[src/rtl/hslc_pkg.sv]
// Shared types, constants and helpers for the header sync line capture block.
// Used by the top level and the front and back parts; depends on nothing else.
package hslc_pkg;

	localparam int MAX_HEADER  = 8;
	localparam int BYTE_W      = 8;
	localparam int HDR_IDX_W   = $clog2(MAX_HEADER);
	localparam int LEN_W       = 4;
	localparam int TICK_W      = 32;
	localparam int REG_ADDR_W  = 2;
	localparam int QUEUE_DEPTH = 4;

	localparam logic [BYTE_W-1:0] NEWLINE = 8'h0A;

	// Input kinds carried on the slave-side tuser.
	localparam logic OP_BYTE = 1'b0;
	localparam logic OP_TICK = 1'b1;

	// Configuration register indexes.
	localparam logic [REG_ADDR_W-1:0] REG_HEADER_BYTES  = 2'd0;
	localparam logic [REG_ADDR_W-1:0] REG_HEADER_LENGTH = 2'd1;
	localparam logic [REG_ADDR_W-1:0] REG_TIMEOUT_TICKS = 2'd2;

	// Result kinds carried on the master-side tuser.
	typedef enum logic [1:0] {
		KIND_BYTE    = 2'd0,
		KIND_END     = 2'd1,
		KIND_TIMEOUT = 2'd2
	} kind_t;

	typedef logic [MAX_HEADER-1:0][BYTE_W-1:0] header_t;

	typedef struct packed {
		header_t             header;
		logic [LEN_W-1:0]    length;
		logic [TICK_W-1:0]   timeout;
	} cfg_t;

	// One queued job: an optional single leading result, then an optional
	// burst of header bytes.
	typedef struct packed {
		logic               lead_valid;
		kind_t              lead_kind;
		logic [BYTE_W-1:0]  lead_byte;
		logic               burst;
		logic [LEN_W-1:0]   burst_len;
	} job_t;

	// Header length in use: zero acts as one, anything above the maximum
	// acts as the maximum.
	function automatic logic [LEN_W-1:0] effective_length(input logic [LEN_W-1:0] n);
		logic [LEN_W-1:0] r;
		r = n;
		if (n == '0) begin
			r = LEN_W'(1);
		end else if (n > LEN_W'(MAX_HEADER)) begin
			r = LEN_W'(MAX_HEADER);
		end
		return r;
	endfunction

endpackage

[src/rtl/header_sync_line_capture.sv]
// Top level of the header sync line capture block: configuration registers,
// front part, job queue and back part. Depends on hslc_pkg, hslc_front,
// hslc_queue and hslc_back.
//
// The block accepts one input transfer (a byte or a time tick) per cycle
// while its job queue has room. Each input makes one job; a job gives one
// result per cycle at the output register while m_tready is high, except a
// completed header, which gives its header length (1 to 8) results, plus one
// leading frame end when a newline completes a one-byte header. The back
// part's one-result-per-cycle output register sets the sustained rate: a run
// of plain bytes flows at one per cycle while m_tready is high, and header
// bursts are absorbed by the QUEUE_DEPTH-entry job queue before the input
// stalls. Ticks while capturing and bytes that give no result make no job.
module header_sync_line_capture #(
	parameter int QUEUE_DEPTH = hslc_pkg::QUEUE_DEPTH
) (
	input  logic                            clk,
	input  logic                            arst_n,
	// Configuration write port.
	input  logic                            wr_en,
	input  logic [hslc_pkg::REG_ADDR_W-1:0] wr_index,
	input  logic [63:0]                     wr_data,
	// Input stream.
	input  logic                            s_tvalid,
	output logic                            s_tready,
	input  logic [7:0]                      s_tdata,   // data
	input  logic                            s_tuser,   // op
	// Result stream.
	output logic                            m_tvalid,
	input  logic                            m_tready,
	output logic [7:0]                      m_tdata,   // out_byte
	output logic [1:0]                      m_tuser,   // kind
	output logic                            m_tlast
);

	hslc_pkg::header_t                 header_q;
	logic [hslc_pkg::LEN_W-1:0]        length_q;
	logic [hslc_pkg::TICK_W-1:0]       timeout_q;
	hslc_pkg::cfg_t                    cfg;

	logic                              push;
	logic                              pop;
	logic                              queue_full;
	logic                              queue_empty;
	hslc_pkg::job_t                    job_in;
	logic [$bits(hslc_pkg::job_t)-1:0] job_raw;

	// Configuration registers.
	always_ff @(posedge clk or negedge arst_n) begin
		if (!arst_n) begin
			header_q  <= '0;
			length_q  <= hslc_pkg::LEN_W'(1);
			timeout_q <= '0;
		end else if (wr_en) begin
			unique case (wr_index)
				hslc_pkg::REG_HEADER_BYTES: begin
					header_q <= wr_data;
				end
				hslc_pkg::REG_HEADER_LENGTH: begin
					length_q <= wr_data[hslc_pkg::LEN_W-1:0];
				end
				hslc_pkg::REG_TIMEOUT_TICKS: begin
					timeout_q <= wr_data[hslc_pkg::TICK_W-1:0];
				end
				default: begin
				end
			endcase
		end
	end

	assign cfg.header  = header_q;
	assign cfg.length  = length_q;
	assign cfg.timeout = timeout_q;

	hslc_front u_front (
		.clk        (clk),
		.arst_n     (arst_n),
		.s_tvalid   (s_tvalid),
		.s_tready   (s_tready),
		.s_tuser    (s_tuser),
		.s_tdata    (s_tdata),
		.cfg        (cfg),
		.queue_full (queue_full),
		.push       (push),
		.job        (job_in)
	);

	hslc_queue #(
		.WIDTH ($bits(hslc_pkg::job_t)),
		.DEPTH (QUEUE_DEPTH)
	) u_queue (
		.clk     (clk),
		.arst_n  (arst_n),
		.push    (push),
		.wr_data (job_in),
		.pop     (pop),
		.rd_data (job_raw),
		.full    (queue_full),
		.empty   (queue_empty)
	);

	hslc_back u_back (
		.clk         (clk),
		.arst_n      (arst_n),
		.header      (header_q),
		.queue_empty (queue_empty),
		.job         (hslc_pkg::job_t'(job_raw)),
		.pop         (pop),
		.m_tvalid    (m_tvalid),
		.m_tready    (m_tready),
		.m_tdata     (m_tdata),
		.m_tuser     (m_tuser),
		.m_tlast     (m_tlast)
	);

endmodule

[src/rtl/hslc_queue.sv]
// Small first-in first-out queue of jobs between the front and back parts.
// Flip-flop storage; depends on nothing else.
module hslc_queue #(
	parameter int WIDTH = 16,
	parameter int DEPTH = 4
) (
	input  logic             clk,
	input  logic             arst_n,
	input  logic             push,
	input  logic [WIDTH-1:0] wr_data,
	input  logic             pop,
	output logic [WIDTH-1:0] rd_data,
	output logic             full,
	output logic             empty
);

	localparam int PTR_W = (DEPTH > 1) ? $clog2(DEPTH) : 1;
	localparam int CNT_W = $clog2(DEPTH + 1);

	logic [DEPTH-1:0][WIDTH-1:0] mem_q;
	logic [PTR_W-1:0]            wr_ptr_q;
	logic [PTR_W-1:0]            rd_ptr_q;
	logic [CNT_W-1:0]            count_q;
	logic                        do_push;
	logic                        do_pop;

	assign full    = (count_q == CNT_W'(DEPTH));
	assign empty   = (count_q == '0);
	assign do_push = push && !full;
	assign do_pop  = pop && !empty;
	assign rd_data = mem_q[rd_ptr_q];

	// Storage needs no reset; only written entries are ever read.
	always_ff @(posedge clk) begin
		if (do_push) begin
			mem_q[wr_ptr_q] <= wr_data;
		end
	end

	// Pointers wrap at the depth; the count tracks occupancy.
	always_ff @(posedge clk or negedge arst_n) begin
		if (!arst_n) begin
			wr_ptr_q <= '0;
			rd_ptr_q <= '0;
			count_q  <= '0;
		end else begin
			if (do_push) begin
				wr_ptr_q <= (wr_ptr_q == PTR_W'(DEPTH - 1)) ? '0 : wr_ptr_q + 1'b1;
			end
			if (do_pop) begin
				rd_ptr_q <= (rd_ptr_q == PTR_W'(DEPTH - 1)) ? '0 : rd_ptr_q + 1'b1;
			end
			if (do_push && !do_pop) begin
				count_q <= count_q + 1'b1;
			end else if (do_pop && !do_push) begin
				count_q <= count_q - 1'b1;
			end
		end
	end

endmodule

[src/rtl/hslc_front.sv]
// Front part: accepts input transfers, runs the header hunt, capture and
// tick timeout state, and turns each input into at most one queued job.
// Depends on hslc_pkg.
module hslc_front (
	input  logic                        clk,
	input  logic                        arst_n,
	input  logic                        s_tvalid,
	output logic                        s_tready,
	input  logic                        s_tuser,
	input  logic [hslc_pkg::BYTE_W-1:0] s_tdata,
	input  hslc_pkg::cfg_t              cfg,
	input  logic                        queue_full,
	output logic                        push,
	output hslc_pkg::job_t              job
);

	logic                               capturing_q;
	logic [hslc_pkg::LEN_W-1:0]         matched_q;
	logic [hslc_pkg::TICK_W-1:0]        elapsed_q;

	logic                               capturing_d;
	logic [hslc_pkg::LEN_W-1:0]         matched_d;
	logic [hslc_pkg::TICK_W-1:0]        elapsed_d;

	logic                               accept;
	logic [hslc_pkg::LEN_W-1:0]         len;
	logic [hslc_pkg::LEN_W-1:0]         m0;
	logic [hslc_pkg::LEN_W-1:0]         hunt_start;
	logic [hslc_pkg::LEN_W-1:0]         next_match;
	logic                               hit_first;
	logic                               hit_cur;
	logic                               hit;
	logic                               complete;
	logic [hslc_pkg::TICK_W-1:0]        elapsed_inc;
	hslc_pkg::job_t                     job_d;

	assign s_tready = !queue_full;
	assign accept   = s_tvalid && s_tready;

	// Matcher: compare with the expected header byte and, after a miss
	// part-way through, once more with the first header byte.
	assign len         = hslc_pkg::effective_length(cfg.length);
	assign m0          = (matched_q >= len) ? '0 : matched_q;
	assign hit_first   = (s_tdata == cfg.header[0]);
	assign hit_cur     = (s_tdata == cfg.header[m0[hslc_pkg::HDR_IDX_W-1:0]]);
	// A newline that ends a frame is hunted from a fresh start.
	assign hunt_start  = capturing_q ? '0 : m0;
	assign hit         = capturing_q ? hit_first : hit_cur;
	assign elapsed_inc = (elapsed_q == '1) ? elapsed_q : elapsed_q + 1'b1;

	always_comb begin
		if (hit) begin
			next_match = hunt_start + 1'b1;
		end else if (hunt_start == '0) begin
			next_match = '0;
		end else begin
			next_match = hit_first ? hslc_pkg::LEN_W'(1) : '0;
		end
	end

	assign complete = (next_match == len);

	// Next state and the job for this input.
	always_comb begin
		job_d       = '0;
		capturing_d = capturing_q;
		matched_d   = matched_q;
		elapsed_d   = elapsed_q;
		if (s_tuser == hslc_pkg::OP_TICK) begin
			if (!capturing_q) begin
				elapsed_d = elapsed_inc;
				if ((cfg.timeout != '0) && (elapsed_inc >= cfg.timeout)) begin
					job_d.lead_valid = 1'b1;
					job_d.lead_kind  = hslc_pkg::KIND_TIMEOUT;
					matched_d        = '0;
					elapsed_d        = '0;
				end
			end
		end else if (capturing_q && (s_tdata != hslc_pkg::NEWLINE)) begin
			job_d.lead_valid = 1'b1;
			job_d.lead_kind  = hslc_pkg::KIND_BYTE;
			job_d.lead_byte  = s_tdata;
		end else begin
			if (capturing_q) begin
				job_d.lead_valid = 1'b1;
				job_d.lead_kind  = hslc_pkg::KIND_END;
				capturing_d      = 1'b0;
				elapsed_d        = '0;
			end
			if (complete) begin
				job_d.burst     = 1'b1;
				job_d.burst_len = len;
				capturing_d     = 1'b1;
				matched_d       = '0;
			end else begin
				matched_d = next_match;
			end
		end
	end

	assign job  = job_d;
	assign push = accept && (job_d.lead_valid || job_d.burst);

	// Block state advances on every accepted transfer.
	always_ff @(posedge clk or negedge arst_n) begin
		if (!arst_n) begin
			capturing_q <= 1'b0;
			matched_q   <= '0;
			elapsed_q   <= '0;
		end else if (accept) begin
			capturing_q <= capturing_d;
			matched_q   <= matched_d;
			elapsed_q   <= elapsed_d;
		end
	end

endmodule

[src/rtl/hslc_back.sv]
// Back part: expands queued jobs into result transfers, one per cycle
// while m_tready is high, into an output register. Depends on hslc_pkg.
module hslc_back (
	input  logic                        clk,
	input  logic                        arst_n,
	input  hslc_pkg::header_t           header,
	input  logic                        queue_empty,
	input  hslc_pkg::job_t              job,
	output logic                        pop,
	output logic                        m_tvalid,
	input  logic                        m_tready,
	output logic [hslc_pkg::BYTE_W-1:0] m_tdata,
	output logic [1:0]                  m_tuser,
	output logic                        m_tlast
);

	logic [hslc_pkg::LEN_W-1:0]  idx_q;
	logic                        valid_q;
	logic [hslc_pkg::BYTE_W-1:0] data_q;
	hslc_pkg::kind_t             kind_q;
	logic                        last_q;

	logic                        load;
	logic                        is_lead;
	logic [hslc_pkg::LEN_W-1:0]  total;
	logic [hslc_pkg::LEN_W-1:0]  burst_pos;
	logic                        is_last;
	logic [hslc_pkg::BYTE_W-1:0] res_byte;
	hslc_pkg::kind_t             res_kind;

	assign load = !queue_empty && (!valid_q || m_tready);

	// Position inside the current job.
	assign total     = hslc_pkg::LEN_W'(job.lead_valid)
	                 + (job.burst ? job.burst_len : '0);
	assign is_lead   = job.lead_valid && (idx_q == '0);
	assign burst_pos = idx_q - hslc_pkg::LEN_W'(job.lead_valid);
	assign is_last   = (idx_q == total - 1'b1);
	assign res_byte  = is_lead ? job.lead_byte
	                           : header[burst_pos[hslc_pkg::HDR_IDX_W-1:0]];
	assign res_kind  = is_lead ? job.lead_kind : hslc_pkg::KIND_BYTE;
	assign pop       = load && is_last;

	// Output register payload.
	always_ff @(posedge clk) begin
		if (load) begin
			data_q <= res_byte;
			kind_q <= res_kind;
			last_q <= is_last;
		end
	end

	// Output valid and the result counter within a job.
	always_ff @(posedge clk or negedge arst_n) begin
		if (!arst_n) begin
			valid_q <= 1'b0;
			idx_q   <= '0;
		end else begin
			if (load) begin
				valid_q <= 1'b1;
				idx_q   <= is_last ? '0 : idx_q + 1'b1;
			end else if (m_tready) begin
				valid_q <= 1'b0;
			end
		end
	end

	assign m_tvalid = valid_q;
	assign m_tdata  = data_q;
	assign m_tuser  = kind_q;
	assign m_tlast  = last_q;

endmodule
[config.mk]
export PLATFORM = sky130hd
export DESIGN_NAME = header_sync_line_capture
export DESIGN_NICKNAME = d
export VERILOG_FILES = /design/src/rtl/hslc_pkg.sv /design/src/rtl/header_sync_line_capture.sv /design/src/rtl/hslc_queue.sv /design/src/rtl/hslc_front.sv /design/src/rtl/hslc_back.sv
export SDC_FILE = /design/constraint.sdc
export NUM_CORES = 1
export LEC_CHECK = 0
export ABC_CLOCK_PERIOD_IN_PS = 9100
export BUFFER_PORTS_ARGS = -buffer_cell sky130_fd_sc_hd__buf_2
export CAP_MARGIN = 25
export CORE_MARGIN = 2
export CORE_UTILIZATION = 30
export DETAILED_ROUTE_END_ITERATION = 12
export PLACE_DENSITY_LB_ADDON = 0.08
export SETUP_SLACK_MARGIN = 0.5
export SLEW_MARGIN = 5
export SYNTH_ARGS = -nofsm -noshare
export SYNTH_HDL_FRONTEND = slang
export SYNTH_SLANG_ARGS = --single-unit
[constraint.sdc]
create_clock -name clk -period 9.1 [get_ports clk]
set_clock_uncertainty 0.1 [all_clocks]
set_input_delay 0.91 -clock clk [delete_from_list [all_inputs] [get_ports clk]]
set_output_delay 0.91 -clock clk [all_outputs]
set_load 0.05 [all_outputs]
==> metrics.yaml <==
global_route:
  met2_usage_pct: 27.1
  grt_first_pass_wirelength_um: 53500
  grt_max_degree: 69
  grt_usage_pct: 16.8
  antenna_found_initial: 0
  grtUsageMet3_pct: 2.06
  top_usage_layer: "met2"
  use_met1_pct: 24.1
  grt_pass1_vias: 8641
  grt_overflow: 0
sta:
  finalSetupViolations: 0
  timing.fmax_mhz: 160
  period_share_pct: 68.6
  maxSlewHeadroom_pct: 38.8
  max_slew.worst_pin.slew_ns: 0.917
  setup_tns_ns: 0
  rsz0062_at_grt: "no"
  period_needed_ns: 6.25
  hold_viol_final: 0
  maxSlewViolCount: 0
logic_synthesis:
  synth_commonest_cells: "dfrtp_1 (148), mux2_2 (104), edfxtp_1 (75)"
  yosysWarnings: 0
  syn_inst: 1012
  async_flop_share_pct: 66.5
  ys_types: 73
  synth_nets: 1145
  synth_ff_type: "dfrtp_1"
  synth_top_area_share_pct: 30.4
  yosysMostFrequentCell: "dfrtp_1"
  seq_area_frac_synth_pct: 49.1
  mappedNetlistArea_um2: 12200
  syn_area_per_cell_um2: 12.0
  yosys_register_bits: 224
  synth_edf_count: 75
  yosys-top-cells-area: "dfrtp_1 (30%), edfxtp_1 (18%), mux2_2 (9.6%)"
  yosysTopAreaCell: "dfrtp_1"
die:
  fp-row-count: 73
  dieArea_um2: 42300
  chipHeight_um: 206
  io_pins: 93
  die_w_um: 206
  start_util_pct: 30.5
  coreArea_um2: 39900
run_status:
  outcome: "finished clean"
setup_path:
  reg2reg_depth: 25
  r2r_slack_ns: 2.85
  crit_family: "simple AND/OR/NAND/NOR gates"
  crit_type: "register to register"
  max_stage_delay_ns: 0.65
  path_common_cell: "xor2_1"
  rr_endpoint: "u_queue.count_q[2]"
  worstPathMaxFanout: 7
  critical_path_buf_inv_count: 2
  crit_arrival_ns: 6.63
  reg2reg_from: "u_front.elapsed_q[26]"
  critPathLaunchType: "register"
  worstPathRequired_ns: 9.49
  endpoint_kind: "register"
  crit_start: "u_front.elapsed_q[26]"
  crit_path_top_delay_cell: "o31ai_1"
clock_network:
  cts_buffer_depth: 3
  clock_latency_ns: 0.58
  cts_resized: 0
  numCtsBuffers: 28
  post-cts-setup-buffer-count: 0
  hold_buffers: 0
  clockRootBuffer: "clkbuf_16"
  clk_pin_slew_ns: 0.06
  cts_sinks: 224
  cts_tree: "built"
  ctsHtreeMaxLevel: 1
placement:
  gp_congestion: 0.813
  io_buffers: 92
  dpl.cell_count: 1603
  dpl.hpwl_um: 25300
  dpl_cell_area_um2: 13300
hold_path:
  hold_class: "input pin to asynchronous set/reset pin"
final_layout:
  nets: 1241
  fillers: 3953
  finish.utilization_pct: 35.6
  regArea_um2: 5980
  instances_no_fill: 1654
  drive_gt1_share_pct: 27.5
  antennaDiodeCount: 0
  multi_input_area_um2: 5800
  syn2layout_area_growth_pct: 16.5
  finish.instance_area_um2: 14200
route:
  wirelength_um: 34800
  first_pass_iters: 5
  wl_per_cell_um: 21.0
  dr_total_vias: 8348
  drt_iter0_drc: 464
  drc: 0
  drtAntennaViolNets: 0
  viasPerCell: 5.05
pwr:
  p_leak_nw: 5.98
  powerDensity_nw_per_um2: 261
  peakVddDrop_mv: 0.130
flow_run:
  cap_violations: 0
-- placed cells by master (no fill, tap or decap), types with 12 or more instances in the layout --
cell	count
clkbuf_16	28
buf_4	16
dfrtp_1	148
xor2_1	35
and3_1	12
a22o_1	12
nand2_1	66
o21ai_0	42
xnor2_1	21
inv_1	60
ha_1	52
buf_2	91
nand3_1	21
mux2i_1	17
nor3_1	18
o31ai_1	14
nand4_1	14
nor2b_1	12
nor2_1	49
mux2_2	104
mux4_2	38
edfxtp_1	75
a21oi_1	31
-- kinds of logic after synthesis --
kind of cell / Yosys count / synth area share (%)
AO/OA/AOI/OAI: 158 / 8.80
adder cells (fa/ha/maj): 53 / 5.50
flip-flops: 224 / 49.1
XOR/XNOR: 57 / 4.21
multiplexers: 161 / 18.3
AND/OR/NAND/NOR: 255 / 10.8
buffers and inverters: 104 / 3.36
-- metal layers --
metal  share of wire (%)  vias up
met2                  46      177
met4                 1.8        0
li1                    -     3938
met5                   0        -
met1                  48     4194
met3                 3.6       39
-- worst max-delay path by stage --
stage | endpoint | slack [ns] | depth (start not counted)
2_1_floorplan | u_queue.count_q[2] | 3.76 | 25
3_3_place_gp | u_queue.count_q[2] | 2.98 | 25
3_5_place_dp | u_queue.count_q[2] | 2.83 | 25
4_1_cts | u_queue.count_q[2] | 2.79 | 25
5_1_grt | u_queue.count_q[2] | 2.18 | 25
6_report | u_queue.count_q[2] | 2.85 | 25
-- state kept, by name, indices dropped and copies added (netlist names) --
register,flops
u_queue.wr_ptr_q,2
cfg,64
u_queue.rd_ptr_q,2
u_back.m_tuser,2
u_queue.count_q,3
u_back.m_tlast,1
u_front.elapsed_q,32
u_queue.mem_q,64
u_front.matched_q,4
u_front.capturing_q,1
length_q,4
timeout_q,32
u_back.m_tdata,8
u_back.idx_q,4
u_back.m_tvalid,1
-- layout make-up --
class | count | area share (%)
well taps | 525 | 4.63
inverters | 62 | 1.66
clock buffers | 45 | 5.95
clock inverters | 6 | 0.591
multi-input cells | 684 | 40.9
flip-flops and latches | 224 | 42.1
repair buffers | 108 | 4.13
-- power breakdown --
group	leakage, nW	internal, mW	switching [mW]
sequential	2.54	1.24	0.155
clock	0.451	0.662	0.448
combinational	2.99	0.535	0.667
-- stage by stage --
stage,worst slack [ns],total power [mW],hold slack (ns)
5_1_grt,2.18,3.93,0.273
3_5_place_dp,2.83,2.64,0.384
3_3_place_gp,2.98,2.64,0.382
2_1_floorplan,3.76,2.22,0.364
4_1_cts,2.79,3.77,0.249
6_report,2.85,3.71,0.229
Power figures use the tool's default switching activity.
